[src/sv/temp_sensor_frame_check_cache_unit_defines.svh]
// ----------------------------------------------------------------------------
// Assertion macros for the temperature sensor frame check and cache unit
// ----------------------------------------------------------------------------
`ifndef TEMP_SENSOR_FRAME_CHECK_CACHE_UNIT_DEFINES_SVH
`define TEMP_SENSOR_FRAME_CHECK_CACHE_UNIT_DEFINES_SVH

// same-cycle implication, sampled on clk, off during reset
`define TSFC_ASSERT_NOW(name, ante, cons) \
    name: assert property (@(posedge clk) disable iff (!rst_n) (ante) |-> (cons)) \
        else $error("tsfc: same-cycle check failed");

// next-cycle implication, sampled on clk, off during reset
`define TSFC_ASSERT_NEXT(name, ante, cons) \
    name: assert property (@(posedge clk) disable iff (!rst_n) (ante) |=> (cons)) \
        else $error("tsfc: next-cycle check failed");

`endif

[src/sv/tsfc_pkg.sv]
// ----------------------------------------------------------------------------
// tsfc_pkg
// Shared types, codes and helpers for the sensor frame check and cache unit.
// ----------------------------------------------------------------------------
`timescale 1ns / 1ps

package tsfc_pkg;

    typedef enum logic [1:0] {
        OP_READ = 2'd0,
        OP_BYTE = 2'd1,
        OP_TICK = 2'd2,
        OP_FAIL = 2'd3
    } op_t;

    typedef enum logic [1:0] {
        KIND_TEMP     = 2'd0,
        KIND_CMD      = 2'd1,
        KIND_CRC_ERR  = 2'd2,
        KIND_NO_DATA  = 2'd3
    } kind_t;

    localparam logic [7:0]         MEASURE_CMD = 8'hFD;
    localparam logic [7:0]         CRC_POLY    = 8'h31;
    localparam logic [7:0]         CRC_START   = 8'hFF;
    localparam logic [14:0]        TICK_SCALE  = 15'd21875;
    localparam int                 TICK_SHIFT  = 13;
    localparam logic signed [18:0] TEMP_OFFSET = 19'sd45000;
    localparam logic signed [17:0] TEMP_LOW    = -18'sd40000;
    localparam logic signed [17:0] TEMP_HIGH   = 18'sd125000;
    localparam logic [15:0]        POLL_RESET  = 16'd2000;
    localparam logic [16:0]        AGE_MAX     = 17'h1FFFF;

    typedef struct packed {
        logic               crc_ok;
        logic signed [17:0] temp_raw;
    } conv_t;

    // CRC-8, MSB first, one byte
    function automatic logic [7:0] crc8_byte(input logic [7:0] crc, input logic [7:0] data);
        logic [7:0] c;
        c = crc ^ data;
        for (int k = 0; k < 8; k++)
        begin
            if (c[7])
            begin
                c = {c[6:0], 1'b0} ^ CRC_POLY;
            end
            else
            begin
                c = {c[6:0], 1'b0};
            end
        end
        return c;
    endfunction

    function automatic logic signed [17:0] clamp_temp(input logic signed [17:0] t);
        logic signed [17:0] r;
        r = t;
        if (t < TEMP_LOW)
        begin
            r = TEMP_LOW;
        end
        else if (t > TEMP_HIGH)
        begin
            r = TEMP_HIGH;
        end
        return r;
    endfunction

endpackage

[src/sv/tsfc_convert.sv]
// ----------------------------------------------------------------------------
// tsfc_convert
// Checks the last reply byte against the running CRC and converts the tick
// word to millidegrees: ((21875 * ticks) >> 13) - 45000.
// ----------------------------------------------------------------------------
`timescale 1ns / 1ps

module tsfc_convert (
    input  logic [7:0]      crc_in,
    input  logic [7:0]      check_byte,
    input  logic [15:0]     ticks,
    output tsfc_pkg::conv_t conv
);
    import tsfc_pkg::*;

    logic [30:0]        product;
    logic [17:0]        scaled;
    logic signed [18:0] diff;

    assign product = 31'(ticks) * 31'(TICK_SCALE);
    assign scaled  = product[30:TICK_SHIFT];
    assign diff    = $signed({1'b0, scaled}) - TEMP_OFFSET;

    // range is -45000..129997, fits 18 bits signed
    assign conv.temp_raw = diff[17:0];
    assign conv.crc_ok   = (crc_in == check_byte);

endmodule

[src/sv/temp_sensor_frame_check_cache_unit.sv]
// ----------------------------------------------------------------------------
// temp_sensor_frame_check_cache_unit
// Host side of a temperature sensor read: cache with age check, measure
// command, three-byte reply collection with CRC-8 check and conversion.
// ----------------------------------------------------------------------------
//  channel  | dir | handshake         | payload
//  ---------+-----+-------------------+-------------------------------------
//  s_       | in  | s_tvalid/s_tready | tdata: reply_byte; tuser: op
//  m_       | out | m_tvalid/m_tready | tdata: temp_milli, command_byte;
//           |     |                   | tuser: kind
//  cfg_     | in  | cfg_valid/ready   | cfg_data: poll_interval
//
//  One request per cycle sustained while the output is not stalled; each request
//  is held in the input register and leaves its result, if any, in the output register.
//  The conversion multiply and the CRC step sit between those two registers.
//  A stalled output holds the request in the input register; the input register
//  still takes a new request whenever it is empty.
//  Reset (rst_n low) clears all control state; poll_interval returns to 2000.
// ----------------------------------------------------------------------------
`timescale 1ns / 1ps
`include "temp_sensor_frame_check_cache_unit_defines.svh"

module temp_sensor_frame_check_cache_unit (
    input  logic        clk,
    input  logic        rst_n,
    input  logic        s_tvalid,
    output logic        s_tready,
    input  logic [7:0]  s_tdata,   // [7:0] reply_byte
    input  logic [1:0]  s_tuser,   // [1:0] op
    output logic        m_tvalid,
    input  logic        m_tready,
    output logic [31:0] m_tdata,   // [17:0] temp_milli, [25:18] command_byte, rest zero
    output logic [1:0]  m_tuser,   // [1:0] kind
    input  logic        cfg_valid,
    output logic        cfg_ready,
    input  logic [15:0] cfg_data   // [15:0] poll_interval
);
    import tsfc_pkg::*;

    // input register
    logic               in_valid_reg;
    op_t                in_op_reg;
    logic [7:0]         in_byte_reg;

    // block state
    logic [15:0]        poll_reg;
    logic [1:0]         byte_idx_reg, byte_idx_next;
    logic [7:0]         high_byte_reg, high_byte_next;
    logic [7:0]         low_byte_reg, low_byte_next;
    logic [7:0]         crc_reg, crc_next;
    logic               awaiting_reg, awaiting_next;
    logic               cache_valid_reg, cache_valid_next;
    logic [16:0]        age_reg, age_next;
    logic signed [17:0] cached_reg, cached_next;

    // result register
    logic               out_valid_reg, out_valid_next;
    kind_t              out_kind_reg, out_kind_next;
    logic signed [17:0] out_temp_reg, out_temp_next;
    logic [7:0]         out_cmd_reg, out_cmd_next;

    logic               fire;
    logic               has_result;
    conv_t              conv;

    assign fire     = in_valid_reg && (!out_valid_reg || m_tready);
    assign s_tready = !in_valid_reg || fire;
    assign cfg_ready = 1'b1;

    tsfc_convert u_convert (
        .crc_in     (crc_reg),
        .check_byte (in_byte_reg),
        .ticks      ({high_byte_reg, low_byte_reg}),
        .conv       (conv)
    );

    always_comb
    begin
        byte_idx_next    = byte_idx_reg;
        high_byte_next   = high_byte_reg;
        low_byte_next    = low_byte_reg;
        crc_next         = crc_reg;
        awaiting_next    = awaiting_reg;
        cache_valid_next = cache_valid_reg;
        age_next         = age_reg;
        cached_next      = cached_reg;
        has_result       = 1'b0;
        out_kind_next    = KIND_TEMP;
        out_cmd_next     = 8'h00;
        out_temp_next    = '0;

        if (fire)
        begin
            unique case (in_op_reg)
                OP_READ:
                begin
                    has_result = 1'b1;
                    if (cache_valid_reg && (age_reg <= {1'b0, poll_reg}))
                    begin
                        out_kind_next = KIND_TEMP;
                        out_temp_next = clamp_temp(cached_reg);
                    end
                    else
                    begin
                        // reissue the command and restart collection
                        awaiting_next = 1'b1;
                        byte_idx_next = 2'd0;
                        out_kind_next = KIND_CMD;
                        out_cmd_next  = MEASURE_CMD;
                    end
                end
                OP_TICK:
                begin
                    if (age_reg != AGE_MAX)
                    begin
                        age_next = age_reg + 17'd1;
                    end
                end
                OP_FAIL:
                begin
                    if (awaiting_reg)
                    begin
                        awaiting_next = 1'b0;
                        byte_idx_next = 2'd0;
                        has_result    = 1'b1;
                        out_kind_next = KIND_NO_DATA;
                    end
                end
                OP_BYTE:
                begin
                    if (awaiting_reg)
                    begin
                        priority if (byte_idx_reg == 2'd0)
                        begin
                            high_byte_next = in_byte_reg;
                            crc_next       = crc8_byte(CRC_START, in_byte_reg);
                            byte_idx_next  = 2'd1;
                        end
                        else if (byte_idx_reg == 2'd1)
                        begin
                            low_byte_next = in_byte_reg;
                            crc_next      = crc8_byte(crc_reg, in_byte_reg);
                            byte_idx_next = 2'd2;
                        end
                        else
                        begin
                            awaiting_next = 1'b0;
                            byte_idx_next = 2'd0;
                            has_result    = 1'b1;
                            if (conv.crc_ok)
                            begin
                                cached_next      = conv.temp_raw;
                                cache_valid_next = 1'b1;
                                age_next         = '0;
                                out_kind_next    = KIND_TEMP;
                                out_temp_next    = clamp_temp(conv.temp_raw);
                            end
                            else
                            begin
                                out_kind_next = KIND_CRC_ERR;
                            end
                        end
                    end
                end
                default:
                begin
                end
            endcase
        end

        if (fire && has_result)
        begin
            out_valid_next = 1'b1;
        end
        else if (m_tready)
        begin
            out_valid_next = 1'b0;
        end
        else
        begin
            out_valid_next = out_valid_reg;
        end
    end

    always_ff @(posedge clk or negedge rst_n)
    begin
        if (!rst_n)
        begin
            in_valid_reg    <= 1'b0;
            poll_reg        <= POLL_RESET;
            byte_idx_reg    <= '0;
            high_byte_reg   <= '0;
            low_byte_reg    <= '0;
            crc_reg         <= '0;
            awaiting_reg    <= 1'b0;
            cache_valid_reg <= 1'b0;
            age_reg         <= '0;
            cached_reg      <= '0;
            out_valid_reg   <= 1'b0;
        end
        else
        begin
            if (s_tvalid && s_tready)
            begin
                in_valid_reg <= 1'b1;
            end
            else if (fire)
            begin
                in_valid_reg <= 1'b0;
            end
            if (cfg_valid && cfg_ready)
            begin
                poll_reg <= cfg_data;
            end
            byte_idx_reg    <= byte_idx_next;
            high_byte_reg   <= high_byte_next;
            low_byte_reg    <= low_byte_next;
            crc_reg         <= crc_next;
            awaiting_reg    <= awaiting_next;
            cache_valid_reg <= cache_valid_next;
            age_reg         <= age_next;
            cached_reg      <= cached_next;
            out_valid_reg   <= out_valid_next;
        end
    end

    // payload registers, no reset
    always_ff @(posedge clk)
    begin
        if (s_tvalid && s_tready)
        begin
            in_op_reg   <= op_t'(s_tuser);
            in_byte_reg <= s_tdata;
        end
        if (fire && has_result)
        begin
            out_kind_reg <= out_kind_next;
            out_temp_reg <= out_temp_next;
            out_cmd_reg  <= out_cmd_next;
        end
    end

    assign m_tvalid = out_valid_reg;
    assign m_tuser  = out_kind_reg;
    assign m_tdata  = {6'd0, out_cmd_reg, out_temp_reg};

    // a read request always leaves a result behind
    `TSFC_ASSERT_NEXT(a_read_gives_result, fire && (in_op_reg == OP_READ), out_valid_reg)
    // collection progress only exists while a reply is pending
    `TSFC_ASSERT_NOW(a_idle_index_zero, !awaiting_reg, byte_idx_reg == 2'd0)
    // a pending command result means a reply is still awaited
    `TSFC_ASSERT_NOW(a_cmd_awaits, out_valid_reg && (out_kind_reg == KIND_CMD), awaiting_reg)

endmodule

[config.mk]
export PLATFORM = sky130hd
export DESIGN_NAME = temp_sensor_frame_check_cache_unit
export DESIGN_NICKNAME = d
export VERILOG_FILES = /design/src/sv/tsfc_pkg.sv /design/src/sv/tsfc_convert.sv /design/src/sv/temp_sensor_frame_check_cache_unit.sv
export VERILOG_INCLUDE_DIRS = /design/src /design/src/sv
export SDC_FILE = /design/constraint.sdc
export NUM_CORES = 1
export LEC_CHECK = 0
export BUFFER_PORTS_ARGS = -buffer_cell sky130_fd_sc_hd__buf_2
export CORE_MARGIN = 10
export CORE_UTILIZATION = 40
export CTS_CLUSTER_SIZE = 8
export DETAILED_ROUTE_END_ITERATION = 12
export GPL_TIMING_DRIVEN = 0
export PLACE_DENSITY = 0.6
export SKIP_CTS_REPAIR_TIMING = 1
export SYNTH_ARGS = -nofsm -noshare
export SYNTH_HDL_FRONTEND = slang
export SYNTH_SLANG_ARGS = --single-unit
[constraint.sdc]
create_clock -name clk -period 7.45 [get_ports clk]
set_input_delay 0.745 -clock clk [delete_from_list [all_inputs] [get_ports clk]]
set_output_delay 0.745 -clock clk [all_outputs]
set_load 0.05 [all_outputs]
* Word-level counts from Yosys, hierarchy flattened *
Index checks and enable logic that the tools add are counted.

cells by class
  $add $sub $neg = 2
  shift operators = 0
  bitwise operators = 20
  divide/modulo/power cells = 0
  multipliers = 1
  mux-type cells = 126
  reductions and logical operators = 23
  magnitude comparators = 5
  eq/ne operators = 13

operators with widths
  cell                      count
  $mux W8                   66
  $mux W18                  9
  $mux W6                   16
  $mux W17                  5
  $not A3 Y3                16
  $gt A18 B18 Y1 const B    2
  $lt A18 B17 Y1 const B    2
  $pmux W18 S2              1
  $pmux W17 S2              1
  $mul A16 B15 Y31 const B  1
  $mux W2                   10
  $sub A18 B16 Y18 const B  1
  $add A17 B1 Y17 const B   1
  $le A17 B16 Y1            1
  $ne A17 B17 Y1 const B    1
  $mux W1                   14
  $ne A2 B2 Y1 const B      7
  $pmux W2 S3               2
  $reduce_and A5 Y1         2
  $eq A8 B8 Y1              1
  $not A8 Y8                1
  $reduce_and A4 Y1         2
  $reduce_bool A2 Y1        4
  $xor A8 B8 Y8             1
  other kinds (13)          23

storage, ports and cells
  logic and storage cells = 206
  bits in latches = 0
  memories kept = 0
  bits in writable memories = 0
  memory bits (read-only) = 0
  flip-flop bits (word level) = 119
  output and inout port bits = 37

* Depth between registers and ports, before layout *
  depth after elaboration = 54
  gate-level depth with buffers = 28
  depth with buffers taken out = 28

* By module *
A second synthesis with hierarchy kept.

second synthesis, totals
  cell total of the unflattened synthesis = 1150
  area, all modules = 11210.8 um^2

by module, submodules not included
  module                              cells each  times used  area an instance (um^2)
  temp_sensor_frame_check_cache_unit  543         1           5810.6
  tsfc_convert                        607         1           5400.2

* Least setup slack after synthesis *
Ideal clock, no wire load.

  kind = reg-to-reg
  start = register high_byte_reg[5]
  end = register out_temp_reg[0], data pin
  arrival = 7.285 ns
  buffers on the path = 1
  period minus slack after synthesis = 7.546 ns
  path slack = -0.096 ns
  stages on the path, launching flop included = 28
  data required time = 7.189 ns
  cell sequence = dfrtp_1 -> ha_1 -> fa_1 -> inv_1 -> fa_1 -> inv_1 -> fa_1 -> fa_1 -> inv_1 -> fa_1 -> inv_1 -> ha_1 -> clkbuf_1 -> nand2_1 -> or3b_1 -> a21o_1 -> nand2_1 -> nor2_1 -> inv_1 -> ha_1 -> o21a_1 -> nor2_1 -> a311oi_4 -> o221ai_2 -> or4_4 -> a211o_4 -> o211ai_4 -> o21ai_2

between the ends
  longest elaborated chain between the ends = 10
  elaborated cells between the ends (all ways) = 11
  classes of those cells = add/sub (1); mul (1); order compare (2); mux (7)

RTL lines
  what                      line                                       RTL
  start: declaration        temp_sensor_frame_check_cache_unit.sv:48   logic [7:0] high_byte_reg, high_byte_next;
  start signal: assignment  temp_sensor_frame_check_cache_unit.sv:216  high_byte_reg <= high_byte_next;
  $mul A16 B15 Y31 (*)      tsfc_convert.sv:20                         assign product = 31'(ticks) * 31'(TICK_SCALE);
  $sub A18 B16 Y18 (*)      tsfc_convert.sv:22                         assign diff = $signed({1'b0, scaled}) - TEMP_OFFSET;
  $gt A18 B18 Y1            tsfc_pkg.sv:64                             else if (t > TEMP_HIGH)
  $mux W18                  tsfc_pkg.sv:64
  $mux W18 (*)              tsfc_pkg.sv:60                             if (t < TEMP_LOW)
  $mux W18 (*)              temp_sensor_frame_check_cache_unit.sv:150  if (conv.crc_ok)
  $mux W18 (*)              temp_sensor_frame_check_cache_unit.sv:139  else if (byte_idx_reg == 2'd1)
  $mux W18 (*)              temp_sensor_frame_check_cache_unit.sv:133  priority if (byte_idx_reg == 2'd0)
  $mux W18 (*)              temp_sensor_frame_check_cache_unit.sv:131  if (awaiting_reg)
  $pmux W18 S2 (*)          temp_sensor_frame_check_cache_unit.sv:94   unique case (in_op_reg)
  end signal: assignment    temp_sensor_frame_check_cache_unit.sv:238  out_temp_reg <= out_temp_next;
  end: declaration          temp_sensor_frame_check_cache_unit.sv:59   logic signed [17:0] out_temp_reg, out_temp_next;

Every way passes the cells marked *; elsewhere a longest branch is shown, timed or not.
A chain may end at the register's enable or synchronous reset.

* Final worst setup path *
  start = register high_byte_reg[6]
  end = register out_temp_reg[0], data pin

The elaborated chain is that of the path after synthesis.

==> impl_metrics.yaml <==
status:
  outcome: "finished, final reports clean"
route:
  drtIter0Drc: 489
  wl_um: 26540
  routedWlPerCell_um: 15.74
  ant_nets: 0
  via_per_inst: 5.128
  dr.pass1.iters: 5
  drc_errors: 0
  vias: 8645
worst_setup_path:
  r2r_start: "high_byte_reg[6]$_DFFE_PN0P_"
  rrSetupSlack_ns: 0.05
  rr_worst_depth: 26
  startpoint: "high_byte_reg[6]$_DFFE_PN0P_"
  arrival_ns: 7.48
  slowest_delay_ns: 0.56
  critPathKind: "flip-flop to flip-flop"
  reg2reg_to: "out_temp_reg[0]$_SDFFCE_PN0P_"
  crit_fanout: 6
  critPathSlowestCell: "or4_4"
  worstPathRequired_ns: 7.54
  critPathCaptureType: "flip-flop"
  cp-start-kind: "flip-flop"
placed_design:
  gp_congestion: 0.8616
  dp_slack_ns: -0.9577
  dpl.cell_count: 1619
  post-dp-hpwl_um: 21380
  portBuffers: 59
synth:
  syn_area_per_cell_um2: 9.529
  syn_inst: 1174
  netlist_area_um2: 11190
  synth_top_area_cell: "ha_1"
  synth_ff_type: "dfrtp_1"
  synth-simple-area-share_pct: 12.29
  synth_cell_types: 82
  synthMuxAreaShare_pct: 2.382
  yosysSeqAreaShare_pct: 26.51
  ys_seq_elements: 112
  synth_compound_area_share_pct: 14.48
  async_flop_share_pct: 72.32
  yosys_warnings: 0
  synth_xor_area_share_pct: 6.219
  ys_top_cells_by_area: "ha_1 18%, dfrtp_1 17%, fa_1 13%, edfxtp_1 8.3%, inv_1 5.5%"
  synth.most_common_cell: "inv_1"
  synth-adder-area-share_pct: 30.80
  synth_top_cell_area_share_pct: 17.56
  synth_edf_count: 31
  synth_top_family_by_area: "adder cells"
  synthTopCellsByCount: "165 x inv_1, 157 x ha_1, 108 x nand2_1, 83 x o21ai_0, 75 x dfrtp_1"
final_layout:
  area_delta_synth_final_pct: 19.75
  fin_nets: 1565
  layout.cells.non_filler: 1686
  fill_cells: 2594
  antenna_cells: 0
  drive_gt1_share_pct: 22.78
floorplanning:
  die_width_um: 187.2
  initial_utilization_pct: 40.38
  ios: 68
  core_area_um2: 27710
  die_y_um: 187.2
  rows: 61
  die-area_um2: 35060
flow_run:
  cap_violations: 0
sta:
  post-route-min-period_ns: 7.396
  finalSetupViolations: 0
  fmax_ghz: 0.1352
  whs_ns: 0.2774
  setup_ws_ns: 0.05363
  drv_slew: 0
  rsz0062_at_grt: "true"
  worst_pin_slew_ns: 1.362
  fin_crit_sh_pct: 99.28
  fin_worst_skew_ns: 0.01018
  slew_headroom_pct: 8.390
  finalHoldViolCount: 0
clock_tree:
  htree_levels: 3
  clock_path_buffers: 2
  clock_latency_ns: 0.35
  clkTransAtPathRegs_ns: 0.08
  cts_tree: "built"
  clock-sinks: 112
  cts_root_buf: "clkbuf_16"
  numCtsBuffers: 9
hold_path:
  hold_class: "input port to async pin"
global_route:
  grt_pass1_vias: 8519
  grt_pass1_wl_um: 43130
  grt_overflow: 0
  grt_max_degree: 62
  grt_antenna_before_repair: 0
  grt_usage_pct: 14.65
final cells by class:
cell class	count	area, µm²	share of cell area (%)
buffer	36	195.2	1.457
inverter	165	619.3	4.623
tap	378	473.0	3.530
clock inverter	6	73.82	0.5510
timing repair buffer	113	755.7	5.641
multi-input combinational	866	8066	60.21
sequential	112	2984	22.28
clock buffer	10	229.0	1.709
stage by stage:
stage          utilization (%)  area [µm²]  TNS (ns)
2_1_floorplan                -       11220         0
3_3_place_gp             43.26       11980    -15.06
3_5_place_dp             43.47       12040    -15.35
4_1_cts                  44.56       12350    -16.13
5_1_grt                  48.35       13400    -2.275
6_report                 48.35       13400         0
cells in the final DEF, fill, tap and decap left out, types with 38 or more instances in the layout:
cell type / count
nand2_1: 106
dfrtp_1: 60
a21oi_1: 38
buf_4: 66
o21ai_0: 76
buf_2: 58
inv_1: 154
fa_1: 73
nor2_1: 48
ha_1: 130
xnor2_1: 41
how the worst max path moves through the flow:
stage / to / cells past startpoint
finish: out_temp_reg[0]$_SDFFCE_PN0P_ / 26
floorplan: out_temp_reg[0]$_SDFFCE_PN0P_ / 26
global route: out_temp_reg[0]$_SDFFCE_PN0P_ / 23
CTS: out_temp_reg[10]$_SDFFCE_PN0P_ / 26
detailed placement: out_temp_reg[10]$_SDFFCE_PN0P_ / 26
global placement: out_temp_reg[3]$_SDFFCE_PN0P_ / 25
routing by layer:
layer / global-route usage, % / up-vias / wire length [µm] / share of wire, %
met5: 0 / - / 0 / 0
met4: 2.233 / 0 / 237 / 0.89
met3: 2.218 / 16 / 971 / 3.7
met2: 24.15 / 141 / 12540 / 47
met1: 20.19 / 4215 / 12790 / 48
li1: - / 4273 / - / -
worst max-delay path, delay by kind of cell (launching register included):
family / cells / cell delay (ns)
fa+ha+maj: 7 / 3.04
simple gates: 5 / 1.60
compound gates: 7 / 1.57
buf+inv: 7 / 0.47
flops: 1 / 0.45
logic make-up after synthesis:
group,Yosys count
AO/OA/AOI/OAI,240
XOR/XNOR,77
adder cells (fa/ha/maj),231
flip-flops,112
multiplexers,24
AND/OR/NAND/NOR,286
other,2
buffers and inverters,202
Power is not shown: default switching activity piles up to over one toggle a cycle in this logic, so the estimate is an artifact.
